<file path="src/rtl/rcsa_pkg.sv">
// ---------------------------------------------------------------------------
// rcsa_pkg
// shared types and constants of the rc stick arming and setpoint mapper
// ---------------------------------------------------------------------------
package rcsa_pkg;

   // serial divider and root unit widths
   localparam int DIV_NW = 31;
   localparam int DIV_DW = 16;
   localparam int DIV_CW = 5;
   localparam int SQ_W   = 32;
   localparam int SQ_RW  = 16;
   localparam int SQ_CW  = 4;

   localparam logic [11:0] CENTRE_PULSE = 12'd1500;
   localparam logic [18:0] FULL_THR_Q8  = 19'd25600;

   localparam logic [1:0] OUT_UPDATED  = 2'd0;
   localparam logic [1:0] OUT_INVALID  = 2'd1;
   localparam logic [1:0] OUT_DISARMED = 2'd2;
   localparam logic [1:0] OUT_IDLE     = 2'd3;

   localparam logic [2:0] CSR_PULSE_MIN = 3'd0;
   localparam logic [2:0] CSR_PULSE_MAX = 3'd1;
   localparam logic [2:0] CSR_ARM_BAND  = 3'd2;
   localparam logic [2:0] CSR_MAX_TILT  = 3'd3;
   localparam logic [2:0] CSR_MAX_HDG   = 3'd4;
   localparam logic [2:0] CSR_IDLE_THR  = 3'd5;
   localparam logic [2:0] CSR_FULL_THR  = 3'd6;
   localparam logic [2:0] CSR_SLOTS     = 3'd7;

   typedef enum logic [3:0] {
      ST_IDLE,
      ST_DECIDE,
      ST_MUL,
      ST_DIV_START,
      ST_DIV_WAIT,
      ST_MAP_STORE,
      ST_SQ_R,
      ST_SQ_P,
      ST_SQ_CMP,
      ST_SQRT_WAIT,
      ST_SCALE_STORE,
      ST_OUT
   } state_type;

endpackage

</file>
<file path="src/rtl/rcsa_div.sv">
// ---------------------------------------------------------------------------
// rcsa_div
// bit-serial restoring divider, one quotient bit per cycle
// ---------------------------------------------------------------------------
module rcsa_div (
   input  logic                         clock,
   input  logic                         reset,
   input  logic                         start,
   input  logic [rcsa_pkg::DIV_NW-1:0]  num,
   input  logic [rcsa_pkg::DIV_DW-1:0]  den,
   output logic                         done,
   output logic [rcsa_pkg::DIV_NW-1:0]  quo
);

   logic [rcsa_pkg::DIV_DW-1:0] den_ff;
   logic [rcsa_pkg::DIV_DW-1:0] rem_ff, rem_in;
   logic [rcsa_pkg::DIV_NW-1:0] q_ff, q_in;
   logic [rcsa_pkg::DIV_CW-1:0] cnt_ff, cnt_in;
   logic                        busy_ff, busy_in;
   logic                        done_ff, done_in;
   logic [rcsa_pkg::DIV_DW:0]   sh;
   logic                        fit;

   assign sh  = {rem_ff, q_ff[rcsa_pkg::DIV_NW-1]};
   assign fit = sh >= {1'b0, den_ff};

   always_comb begin
      rem_in  = rem_ff;
      q_in    = q_ff;
      cnt_in  = cnt_ff;
      busy_in = busy_ff;
      done_in = 1'b0;
      if (start) begin
         rem_in  = '0;
         q_in    = num;
         cnt_in  = rcsa_pkg::DIV_CW'(rcsa_pkg::DIV_NW - 1);
         busy_in = 1'b1;
      end else if (busy_ff) begin
         rem_in = fit ? sh[rcsa_pkg::DIV_DW-1:0] - den_ff : sh[rcsa_pkg::DIV_DW-1:0];
         q_in   = {q_ff[rcsa_pkg::DIV_NW-2:0], fit};
         cnt_in = cnt_ff - 1'b1;
         if (cnt_ff == '0) begin
            busy_in = 1'b0;
            done_in = 1'b1;
         end
      end
   end

   always_ff @(posedge clock) begin
      if (reset) begin
         busy_ff <= 1'b0;
         done_ff <= 1'b0;
      end else begin
         busy_ff <= busy_in;
         done_ff <= done_in;
      end
      if (start) den_ff <= den;
      rem_ff <= rem_in;
      q_ff   <= q_in;
      cnt_ff <= cnt_in;
   end

   assign done = done_ff;
   assign quo  = q_ff;

endmodule

</file>
<file path="src/rtl/rcsa_sqrt.sv">
// ---------------------------------------------------------------------------
// rcsa_sqrt
// digit-serial floor square root, two radicand bits per cycle
// ---------------------------------------------------------------------------
module rcsa_sqrt (
   input  logic                        clock,
   input  logic                        reset,
   input  logic                        start,
   input  logic [rcsa_pkg::SQ_W-1:0]   val,
   output logic                        done,
   output logic [rcsa_pkg::SQ_RW-1:0]  root
);

   logic [rcsa_pkg::SQ_W-1:0]  v_ff, v_in;
   logic [rcsa_pkg::SQ_RW+1:0] rem_ff, rem_in;
   logic [rcsa_pkg::SQ_RW-1:0] r_ff, r_in;
   logic [rcsa_pkg::SQ_CW-1:0] cnt_ff, cnt_in;
   logic                       busy_ff, busy_in;
   logic                       done_ff, done_in;
   logic [rcsa_pkg::SQ_RW+1:0] sh, trial;
   logic                       fit;

   assign sh    = {rem_ff[rcsa_pkg::SQ_RW-1:0], v_ff[rcsa_pkg::SQ_W-1 -: 2]};
   assign trial = {r_ff, 2'b01};
   assign fit   = sh >= trial;

   always_comb begin
      v_in    = v_ff;
      rem_in  = rem_ff;
      r_in    = r_ff;
      cnt_in  = cnt_ff;
      busy_in = busy_ff;
      done_in = 1'b0;
      if (start) begin
         v_in    = val;
         rem_in  = '0;
         r_in    = '0;
         cnt_in  = '1;
         busy_in = 1'b1;
      end else if (busy_ff) begin
         v_in   = {v_ff[rcsa_pkg::SQ_W-3:0], 2'b00};
         rem_in = fit ? sh - trial : sh;
         r_in   = {r_ff[rcsa_pkg::SQ_RW-2:0], fit};
         cnt_in = cnt_ff - 1'b1;
         if (cnt_ff == '0) begin
            busy_in = 1'b0;
            done_in = 1'b1;
         end
      end
   end

   always_ff @(posedge clock) begin
      if (reset) begin
         busy_ff <= 1'b0;
         done_ff <= 1'b0;
      end else begin
         busy_ff <= busy_in;
         done_ff <= done_in;
      end
      v_ff   <= v_in;
      rem_ff <= rem_in;
      r_ff   <= r_in;
      cnt_ff <= cnt_in;
   end

   assign done = done_ff;
   assign root = r_ff;

endmodule

</file>
<file path="src/rtl/rc_stick_arming_and_setpoint_mapper.sv">
// ---------------------------------------------------------------------------
// rc_stick_arming_and_setpoint_mapper
// rc stick arming, failsafe and 8.8 setpoint mapping per control tick
// ---------------------------------------------------------------------------
// usage
//  req channel: one item per control tick with four pulse widths (us)
//  rsp channel: one item per request with held setpoints, flags and outcome
//  csr channel: register writes, always ready; the user must write only
//  while the block is idle, which the block does not enforce; invalid,
//  disarm and idle ticks go from acceptance via the decide state to the
//  output state; an updated tick maps four channels through one serial
//  divider and, when the roll/pitch vector is too long, adds a 16-step
//  root and two more divides; throughput: one item at a time; req_stall
//  is high from acceptance until the result is moved into the output
//  register; a finished item waits in the output register while
//  rsp_stall is high, and the next request can already be taken meanwhile
//  reset: registers to their defaults, held pulses to 1500, unarmed
// ---------------------------------------------------------------------------
module rc_stick_arming_and_setpoint_mapper (
   input  logic               clock,
   input  logic               reset,
   // request
   input  logic               req_valid,
   output logic               req_stall,
   input  logic [11:0]        req_throttle_pulse,
   input  logic [11:0]        req_roll_pulse,
   input  logic [11:0]        req_pitch_pulse,
   input  logic [11:0]        req_heading_pulse,
   // response
   output logic               rsp_valid,
   input  logic               rsp_stall,
   output logic signed [15:0] rsp_roll_cmd,
   output logic signed [15:0] rsp_pitch_cmd,
   output logic signed [16:0] rsp_heading_cmd,
   output logic [14:0]        rsp_throttle_cmd,
   output logic               rsp_is_armed,
   output logic               rsp_rc_failsafe,
   output logic               rsp_clear_imu_cal,
   output logic [1:0]         rsp_tick_outcome,
   // register writes
   input  logic               csr_valid,
   output logic               csr_ready,
   input  logic [2:0]         csr_index,
   input  logic [11:0]        csr_wdata
);

   // configuration
   logic [11:0] pmin_ff, pmax_ff;
   logic [8:0]  band_ff;
   logic [6:0]  tilt_ff, idle_ff, full_ff;
   logic [7:0]  hmax_ff, slots_ff;

   // tick state
   rcsa_pkg::state_type state_ff, state_in;
   logic [7:0]  cnt_ff, cnt_in;
   logic [11:0] held_p_ff, held_p_in, held_h_ff, held_h_in;
   logic [11:0] thr_ff, thr_in, rol_ff, rol_in, pit_raw_ff, pit_raw_in;
   logic [11:0] hdg_raw_ff, hdg_raw_in, hdg_x_ff, hdg_x_in;
   logic        armed_ff, armed_in, fs_ff, fs_in, clr_ff, clr_in;
   logic [1:0]  outcome_ff, outcome_in;
   logic signed [16:0] sp_ff [4];
   logic signed [16:0] sp_in [4];
   logic [1:0]  k_ff, k_in;
   logic        scale_ff, scale_in;
   logic signed [31:0] prod_ff, prod_in, quo_ff, quo_in;
   logic        neg_ff, neg_in;
   logic [31:0] acc_ff, acc_in;
   logic [15:0] root_ff, root_in;

   // output register
   logic        rsp_valid_ff, rsp_valid_in, rsp_load;
   logic signed [15:0] o_roll_ff, o_pitch_ff;
   logic signed [16:0] o_hdg_ff;
   logic [14:0] o_thr_ff;
   logic        o_armed_ff, o_fs_ff, o_clr_ff;
   logic [1:0]  o_out_ff;

   // sampling schedule and stick tests
   logic [7:0]  cnt_inc, cnt_nxt;
   logic [11:0] p_new, h_new;
   logic signed [14:0] lim_lo, lim_hi_m, lim_hi_p;
   logic signed [14:0] s_thr, s_rol, s_pit, s_hdg;
   logic        bad, do_arm, do_disarm;

   // mapping datapath
   logic signed [18:0] m_s, hm_s, x_sel, lo_sel, hi_sel, cl_lo, cl_hi;
   logic signed [18:0] mul_a, mul_b;
   logic signed [37:0] mul_p;
   logic signed [12:0] span;
   logic [11:0] span_abs;
   logic [31:0] prod_abs;
   logic [15:0] den;
   logic [30:0] num;
   logic signed [31:0] map_v;

   // serial units
   logic        div_start, div_done, sq_start, sq_done;
   logic [30:0] div_q;
   logic [15:0] sq_root;

   assign csr_ready = 1'b1;

   always_ff @(posedge clock) begin
      if (reset) begin
         pmin_ff  <= 12'd1000;
         pmax_ff  <= 12'd2000;
         band_ff  <= 9'd50;
         tilt_ff  <= 7'd30;
         hmax_ff  <= 8'd30;
         idle_ff  <= 7'd0;
         full_ff  <= 7'd100;
         slots_ff <= 8'd10;
      end else if (csr_valid) begin
         unique case (csr_index)
            rcsa_pkg::CSR_PULSE_MIN: pmin_ff  <= csr_wdata;
            rcsa_pkg::CSR_PULSE_MAX: pmax_ff  <= csr_wdata;
            rcsa_pkg::CSR_ARM_BAND:  band_ff  <= csr_wdata[8:0];
            rcsa_pkg::CSR_MAX_TILT:  tilt_ff  <= csr_wdata[6:0];
            rcsa_pkg::CSR_MAX_HDG:   hmax_ff  <= csr_wdata[7:0];
            rcsa_pkg::CSR_IDLE_THR:  idle_ff  <= csr_wdata[6:0];
            rcsa_pkg::CSR_FULL_THR:  full_ff  <= csr_wdata[6:0];
            rcsa_pkg::CSR_SLOTS:     slots_ff <= csr_wdata[7:0];
            default: ;
         endcase
      end
   end

   // slot counter: pitch on count 1, heading half a round later
   assign cnt_inc = cnt_ff + 8'd1;
   assign cnt_nxt = (cnt_inc == slots_ff) ? 8'd0 : cnt_inc;
   assign p_new   = (cnt_inc == 8'd1) ? pit_raw_ff : held_p_ff;
   assign h_new   = (cnt_inc == {1'b0, slots_ff[7:1]} + 8'd1) ? hdg_raw_ff : held_h_ff;

   // stick thresholds, pulse_max - band may go negative
   assign lim_lo   = $signed({3'b0, pmin_ff}) + $signed({6'b0, band_ff});
   assign lim_hi_m = $signed({3'b0, pmax_ff}) - $signed({6'b0, band_ff});
   assign lim_hi_p = $signed({3'b0, pmax_ff}) + $signed({6'b0, band_ff});
   assign s_thr    = $signed({3'b0, thr_ff});
   assign s_rol    = $signed({3'b0, rol_ff});
   assign s_pit    = $signed({3'b0, p_new});
   assign s_hdg    = $signed({3'b0, h_new});

   assign bad       = (p_new == 12'd0) && (h_new == 12'd0);
   assign do_arm    = !armed_ff && (s_thr < lim_lo) && (s_hdg < lim_lo) &&
                      (s_pit < lim_lo) && (s_rol > lim_hi_m);
   assign do_disarm = armed_ff && (s_thr < lim_lo) && (s_pit < lim_hi_p) &&
                      (s_hdg > lim_hi_m) && (s_rol < lim_lo);

   // per channel ends: roll, pitch, heading, throttle
   assign m_s  = $signed({4'b0, tilt_ff, 8'b0});
   assign hm_s = $signed({3'b0, hmax_ff, 8'b0});

   always_comb begin
      unique case (k_ff)
         2'd0: begin
            x_sel = $signed({7'b0, rol_ff});
            lo_sel = -m_s;  hi_sel = m_s;  cl_lo = -m_s;  cl_hi = m_s;
         end
         2'd1: begin
            x_sel = $signed({7'b0, held_p_ff});
            lo_sel = -m_s;  hi_sel = m_s;  cl_lo = -m_s;  cl_hi = m_s;
         end
         2'd2: begin
            x_sel = $signed({7'b0, hdg_x_ff});
            lo_sel = -hm_s; hi_sel = hm_s; cl_lo = -hm_s; cl_hi = hm_s;
         end
         default: begin
            x_sel  = $signed({7'b0, thr_ff});
            lo_sel = $signed({4'b0, idle_ff, 8'b0});
            hi_sel = $signed({4'b0, full_ff, 8'b0});
            cl_lo  = '0;
            cl_hi  = $signed(rcsa_pkg::FULL_THR_Q8);
         end
      endcase
   end

   assign span     = $signed({1'b0, pmax_ff}) - $signed({1'b0, pmin_ff});
   assign span_abs = span[12] ? 12'(-span) : span[11:0];

   // one shared multiplier
   always_comb begin
      mul_a = '0;
      mul_b = '0;
      unique case (state_ff)
         rcsa_pkg::ST_MUL: begin
            if (scale_ff) begin
               mul_a = 19'(sp_ff[k_ff]);
               mul_b = m_s;
            end else begin
               mul_a = x_sel - $signed({7'b0, pmin_ff});
               mul_b = hi_sel - lo_sel;
            end
         end
         rcsa_pkg::ST_SQ_R:   begin mul_a = 19'(sp_ff[0]); mul_b = 19'(sp_ff[0]); end
         rcsa_pkg::ST_SQ_P:   begin mul_a = 19'(sp_ff[1]); mul_b = 19'(sp_ff[1]); end
         rcsa_pkg::ST_SQ_CMP: begin mul_a = m_s; mul_b = m_s; end
         default: ;
      endcase
   end
   assign mul_p = mul_a * mul_b;

   // round to nearest, ties away from zero: (|n| + d/2) / d with sign
   assign prod_abs = prod_ff[31] ? 32'(-prod_ff) : prod_ff;
   assign den      = scale_ff ? root_ff : {4'b0, span_abs};
   assign num      = prod_abs[30:0] + {16'b0, den[15:1]};

   assign map_v = ((!scale_ff && span == '0) ? 32'sd0 : quo_ff) + 32'(lo_sel);

   rcsa_div u_div (
      .clock (clock),
      .reset (reset),
      .start (div_start),
      .num   (num),
      .den   (den),
      .done  (div_done),
      .quo   (div_q)
   );

   rcsa_sqrt u_sqrt (
      .clock (clock),
      .reset (reset),
      .start (sq_start),
      .val   (acc_ff),
      .done  (sq_done),
      .root  (sq_root)
   );

   // tick sequencer
   always_comb begin
      state_in   = state_ff;
      cnt_in     = cnt_ff;
      held_p_in  = held_p_ff;
      held_h_in  = held_h_ff;
      thr_in     = thr_ff;
      rol_in     = rol_ff;
      pit_raw_in = pit_raw_ff;
      hdg_raw_in = hdg_raw_ff;
      hdg_x_in   = hdg_x_ff;
      armed_in   = armed_ff;
      fs_in      = fs_ff;
      clr_in     = clr_ff;
      outcome_in = outcome_ff;
      sp_in      = sp_ff;
      k_in       = k_ff;
      scale_in   = scale_ff;
      prod_in    = prod_ff;
      quo_in     = quo_ff;
      neg_in     = neg_ff;
      acc_in     = acc_ff;
      root_in    = root_ff;
      div_start  = 1'b0;
      sq_start   = 1'b0;
      rsp_load   = 1'b0;
      unique case (state_ff)
         rcsa_pkg::ST_IDLE: begin
            if (req_valid) begin
               thr_in     = req_throttle_pulse;
               rol_in     = req_roll_pulse;
               pit_raw_in = req_pitch_pulse;
               hdg_raw_in = req_heading_pulse;
               state_in   = rcsa_pkg::ST_DECIDE;
            end
         end
         rcsa_pkg::ST_DECIDE: begin
            cnt_in    = cnt_nxt;
            held_p_in = p_new;
            held_h_in = h_new;
            hdg_x_in  = h_new;
            k_in      = 2'd0;
            scale_in  = 1'b0;
            clr_in    = 1'b0;
            priority if (bad) begin
               armed_in   = 1'b0;
               fs_in      = 1'b1;
               clr_in     = 1'b1;
               outcome_in = rcsa_pkg::OUT_INVALID;
               state_in   = rcsa_pkg::ST_OUT;
            end else if (do_arm) begin
               // arming centres heading for this tick
               armed_in   = 1'b1;
               fs_in      = 1'b0;
               hdg_x_in   = rcsa_pkg::CENTRE_PULSE;
               outcome_in = rcsa_pkg::OUT_UPDATED;
               state_in   = rcsa_pkg::ST_MUL;
            end else if (do_disarm) begin
               armed_in   = 1'b0;
               clr_in     = 1'b1;
               outcome_in = rcsa_pkg::OUT_DISARMED;
               state_in   = rcsa_pkg::ST_OUT;
            end else if (armed_ff) begin
               outcome_in = rcsa_pkg::OUT_UPDATED;
               state_in   = rcsa_pkg::ST_MUL;
            end else begin
               outcome_in = rcsa_pkg::OUT_IDLE;
               state_in   = rcsa_pkg::ST_OUT;
            end
         end
         rcsa_pkg::ST_MUL: begin
            prod_in  = mul_p[31:0];
            state_in = (!scale_ff && span == '0) ? rcsa_pkg::ST_MAP_STORE
                                                 : rcsa_pkg::ST_DIV_START;
         end
         rcsa_pkg::ST_DIV_START: begin
            div_start = 1'b1;
            neg_in   = scale_ff ? prod_ff[31] : (prod_ff[31] ^ span[12]);
            state_in = rcsa_pkg::ST_DIV_WAIT;
         end
         rcsa_pkg::ST_DIV_WAIT: begin
            if (div_done) begin
               quo_in   = neg_ff ? -$signed({1'b0, div_q}) : $signed({1'b0, div_q});
               state_in = scale_ff ? rcsa_pkg::ST_SCALE_STORE : rcsa_pkg::ST_MAP_STORE;
            end
         end
         rcsa_pkg::ST_MAP_STORE: begin
            priority if (map_v < 32'(cl_lo)) sp_in[k_ff] = 17'(cl_lo);
            else if (map_v > 32'(cl_hi))     sp_in[k_ff] = 17'(cl_hi);
            else                             sp_in[k_ff] = map_v[16:0];
            if (k_ff == 2'd3) begin
               state_in = rcsa_pkg::ST_SQ_R;
            end else begin
               k_in     = k_ff + 2'd1;
               state_in = rcsa_pkg::ST_MUL;
            end
         end
         rcsa_pkg::ST_SQ_R: begin
            acc_in   = mul_p[31:0];
            state_in = rcsa_pkg::ST_SQ_P;
         end
         rcsa_pkg::ST_SQ_P: begin
            acc_in   = acc_ff + mul_p[31:0];
            state_in = rcsa_pkg::ST_SQ_CMP;
         end
         rcsa_pkg::ST_SQ_CMP: begin
            // vector longer than the tilt limit gets rescaled
            if (acc_ff > mul_p[31:0]) begin
               sq_start = 1'b1;
               state_in = rcsa_pkg::ST_SQRT_WAIT;
            end else begin
               state_in = rcsa_pkg::ST_OUT;
            end
         end
         rcsa_pkg::ST_SQRT_WAIT: begin
            if (sq_done) begin
               root_in  = sq_root;
               k_in     = 2'd0;
               scale_in = 1'b1;
               state_in = rcsa_pkg::ST_MUL;
            end
         end
         rcsa_pkg::ST_SCALE_STORE: begin
            sp_in[k_ff] = quo_ff[16:0];
            if (k_ff == 2'd1) begin
               state_in = rcsa_pkg::ST_OUT;
            end else begin
               k_in     = 2'd1;
               state_in = rcsa_pkg::ST_MUL;
            end
         end
         rcsa_pkg::ST_OUT: begin
            if (!rsp_valid_ff || !rsp_stall) begin
               rsp_load = 1'b1;
               state_in = rcsa_pkg::ST_IDLE;
            end
         end
         default: state_in = rcsa_pkg::ST_IDLE;
      endcase
   end

   assign rsp_valid_in = rsp_load | (rsp_valid_ff & rsp_stall);

   always_ff @(posedge clock) begin
      if (reset) begin
         state_ff     <= rcsa_pkg::ST_IDLE;
         cnt_ff       <= '0;
         held_p_ff    <= rcsa_pkg::CENTRE_PULSE;
         held_h_ff    <= rcsa_pkg::CENTRE_PULSE;
         armed_ff     <= 1'b0;
         fs_ff        <= 1'b0;
         clr_ff       <= 1'b0;
         outcome_ff   <= rcsa_pkg::OUT_IDLE;
         k_ff         <= '0;
         scale_ff     <= 1'b0;
         rsp_valid_ff <= 1'b0;
         for (int i = 0; i < 4; i++) sp_ff[i] <= '0;
      end else begin
         state_ff     <= state_in;
         cnt_ff       <= cnt_in;
         held_p_ff    <= held_p_in;
         held_h_ff    <= held_h_in;
         armed_ff     <= armed_in;
         fs_ff        <= fs_in;
         clr_ff       <= clr_in;
         outcome_ff   <= outcome_in;
         k_ff         <= k_in;
         scale_ff     <= scale_in;
         rsp_valid_ff <= rsp_valid_in;
         sp_ff        <= sp_in;
      end
      thr_ff     <= thr_in;
      rol_ff     <= rol_in;
      pit_raw_ff <= pit_raw_in;
      hdg_raw_ff <= hdg_raw_in;
      hdg_x_ff   <= hdg_x_in;
      prod_ff    <= prod_in;
      quo_ff     <= quo_in;
      neg_ff     <= neg_in;
      acc_ff     <= acc_in;
      root_ff    <= root_in;
      if (rsp_load) begin
         o_roll_ff  <= sp_ff[0][15:0];
         o_pitch_ff <= sp_ff[1][15:0];
         o_hdg_ff   <= sp_ff[2];
         o_thr_ff   <= sp_ff[3][14:0];
         o_armed_ff <= armed_ff;
         o_fs_ff    <= fs_ff;
         o_clr_ff   <= clr_ff;
         o_out_ff   <= outcome_ff;
      end
   end

   assign req_stall         = state_ff != rcsa_pkg::ST_IDLE;
   assign rsp_valid         = rsp_valid_ff;
   assign rsp_roll_cmd      = o_roll_ff;
   assign rsp_pitch_cmd     = o_pitch_ff;
   assign rsp_heading_cmd   = o_hdg_ff;
   assign rsp_throttle_cmd  = o_thr_ff;
   assign rsp_is_armed      = o_armed_ff;
   assign rsp_rc_failsafe   = o_fs_ff;
   assign rsp_clear_imu_cal = o_clr_ff;
   assign rsp_tick_outcome  = o_out_ff;

endmodule
</file>
<file path="config.mk">
export PLATFORM = sky130hd
export DESIGN_NAME = rc_stick_arming_and_setpoint_mapper
export DESIGN_NICKNAME = d
export VERILOG_FILES = /design/src/rtl/rcsa_pkg.sv /design/src/rtl/rcsa_div.sv /design/src/rtl/rcsa_sqrt.sv /design/src/rtl/rc_stick_arming_and_setpoint_mapper.sv
export SDC_FILE = /design/constraint.sdc
export NUM_CORES = 2
export LEC_CHECK = 0
export BUFFER_PORTS_ARGS = -buffer_cell sky130_fd_sc_hd__buf_2
export CAP_MARGIN = 20
export CELL_PAD_IN_SITES_DETAIL_PLACEMENT = 1
export CELL_PAD_IN_SITES_GLOBAL_PLACEMENT = 1
export CORE_UTILIZATION = 50
export DETAILED_ROUTE_END_ITERATION = 8
export PLACE_DENSITY_LB_ADDON = 0.15
export SETUP_SLACK_MARGIN = 0.15
export SLEW_MARGIN = 20
export SYNTH_ARGS = -nofsm -noshare
export SYNTH_HDL_FRONTEND = slang
export SYNTH_SLANG_ARGS = --single-unit
</file>
<file path="constraint.sdc">
create_clock -name clock -period 14.6 [get_ports clock]
set_input_delay 0.73 -clock clock [delete_from_list [all_inputs] [get_ports clock]]
set_output_delay 0.73 -clock clock [all_outputs]
set_load 0.02 [all_outputs]
</file>
==> metrics.csv <==
metric,value,unit
dr_total_vias,39000,
hold_class,primary input to register,
p_comb_frac,0.487,
worst_pin_slew,1.08,ns
slowest_stage,fa_1,
final.setup_skew,0.0347,ns
hold_violations,0,
max_stage_delay,0.59,ns
async_flop_share,0,
grt_usage,0.332,
crit_top_cell,fa_1,
critPathKind,register to register,
powerDensity,151,nW/um^2
globalplace.congestion,1.01,
cts_tree,built,
post_cts_buffers,0,
status,finished clean,
pwr-share-clk,0.230,
start_kind,register,
syn-cell-area,47900,sq um
p_sw,0.00345,W
cts_made_buffers,69,
synth_cell_types,99,
cts_buffer_depth,3,
drt_wl_total,160,mm
ant_nets,0,
min_period,13.57,ns
port_buffers,138,
final_core_util,0.552,
antenna_found_initial,5,
clk_pin_slew,0.07,ns
synth_nets,6013,
floorplan.initialDensity,0.505,
mostFrequentLayoutCell,inv_1,
use_met1,0.446,
fin_tns_setup,0,ns
drt_pre_antenna_iters,7,
dp_hpwl,126,mm
vias_per_cell,5.93,
ys.flop_type,edfxtp_1,
ctsResizeCount,0,
ys_ff_latch,565,
fmax,73.7,MHz
crit_path_max_fanout,23,
busiest_layer,met2,
grt_max_degree,73,
p_sw_frac,0.436,
sequentialPowerShare,0.283,
p_leak,22.8,nW
root_buffer,clkbuf_16,
die_w,311,um
finalSetupViolCount,0,
fin_nets,6077,
grt_setup_unrepaired,no,
synth_warnings,0,
grt-ovfl-total,0,
synth-edff-count,321,
maxCapViolCount,0,
cts_hold_buffers,0,
use_met3,0.0596,
drive_above_1_share,0.0849,
drc,0,
die_y,311,um
die-area,97000,sq um
syn_avg_cell_area,9.20,sq um
netlist_instances,5201,
syn2layout_area_growth,9.38,%
clock_sinks,565,
cp-end-kind,register,
core,94900,sq um
grt_pass1_wl,248,mm
wl_per_cell,24.2,um
yosysSeqAreaShare,0.303,
p_int,0.00446,W
ir_drop,0.117,mV
ioPinCount,140,
use_met2,0.539,
cp_data_required_time,14.91,ns
htreeDepth,3,
clk_latency,0.64,ns
relSlewSlack,0.280,
fillers,10900,
slew_violations,0,
drt_iter0_drc,3183,
period_share,0.929,
final_cell_mix,"630 x inv_1, 628 x nand2_1, 419 x ha_1",
first_global_vias,41300,
critPathArrivalTime,13.88,ns
rows,113,
==> metal layers <==
metal	vias up	wire length, um
met1	19600	68600
met5	-	8
met3	289	11600
met4	2	5620
met2	1279	73900
li1	17900	-
==> registers in the layout, summed over array words and instances (netlist names), 17 cells and up <==
| register | count |
|---|---|
| rsp_heading_cmd | 17 |
| acc_ff | 32 |
| sp_ff | 68 |
| u_div.quo | 31 |
| quo_ff | 32 |
| u_sqrt.v_ff | 32 |
| prod_ff | 32 |
==> cell usage after synthesis (all sizes together) (70+ instances only) <==
| library cell | n | area, sq um |
|---|---|---|
| fa | 325 | 6510 |
| inv | 632 | 2370 |
| dfxtp | 244 | 4880 |
| o21ai | 231 | 1160 |
| mux2i | 93 | 931 |
| edfxtp | 321 | 9640 |
| nor2 | 367 | 1380 |
| clkbuf | 192 | 724 |
| and2 | 89 | 557 |
| nand2 | 631 | 2370 |
| xnor2 | 199 | 1740 |
| ha | 419 | 5240 |
| a21oi | 305 | 1530 |
| nand3 | 78 | 390 |
| a21o | 70 | 526 |
| nor3 | 70 | 360 |
| xor2 | 88 | 771 |
==> area by class of cell <==
cell class	count	area [sq um]	area share
tap	1265	1580	0.0302
clock buffer	86	1910	0.0364
sequential	565	14500	0.277
multi-input combinational	3782	30200	0.577
timing repair buffer	213	1270	0.0242
inverter	634	2380	0.0454
antenna	2	5.00	0.0000956
clock inverter	41	493	0.00941
==> through the flow <==
stage               setup slack (ns)  hold slack, ns  instances  instance area (sq um)  power [W]
global route                   0.186           0.253       6587                  52400    0.00836
detailed placement             0.477           0.420       6459                  49900    0.00602
floorplan                       1.13           0.402       5201                  47900    0.00480
finish                          1.03           0.269       6588                  52400    0.00791
CTS                            0.344           0.242       6586                  52300    0.00787
global placement               0.860           0.417       6458                  49900    0.00589
==> worst paths after layout <==
kind / from / end / slack [ns] / depth (start not counted)
setup / recovery: k_ff[0]$_SDFFE_PP0P_ / u_sqrt.v_ff[11]$_DFFE_PP_ / 1.03 / 49
hold / removal: req_throttle_pulse[11] / thr_ff[11]$_DFFE_PP_ / 0.27 / 1
setup reg to reg: k_ff[0]$_SDFFE_PP0P_ / u_sqrt.v_ff[11]$_DFFE_PP_ / 1.03 / 49
hold reg to reg: u_div.rem_ff[15]$_SDFFE_PP0P_ / u_div.rem_ff[15]$_SDFFE_PP0P_ / 0.46 / 2
==> power by group through the flow <==
stage / clock (W) / sequential [W] / combinational [W]
CTS: 0.00184 / 0.00224 / 0.00379
global placement: 0 / 0.00226 / 0.00363
detailed placement: 0 / 0.00227 / 0.00375
floorplan: 0 / 0.00216 / 0.00265
global route: 0.00189 / 0.00226 / 0.00421
finish: 0.00182 / 0.00224 / 0.00385
==> critical path, delay by kind of cell (launching register included) <==
family	cells	cell delay, ns
adders and majority gates	11	4.90
buffers and inverters	8	1.28
xor gates and xnor gates	1	0.24
DFF	1	0.42
and+or+nand+nor	9	1.92
AOI/OAI and AO/OA	20	4.47
==> logic make-up after synthesis <==
logic type,synth area share
and+or+nand+nor,0.150
DFF,0.303
xor gates and xnor gates,0.0534
muxes,0.0369
AOI/OAI and AO/OA,0.143
buffers and inverters,0.0680
adders and majority gates,0.245
other,0.0000783
(Power assumes the default switching activity.)
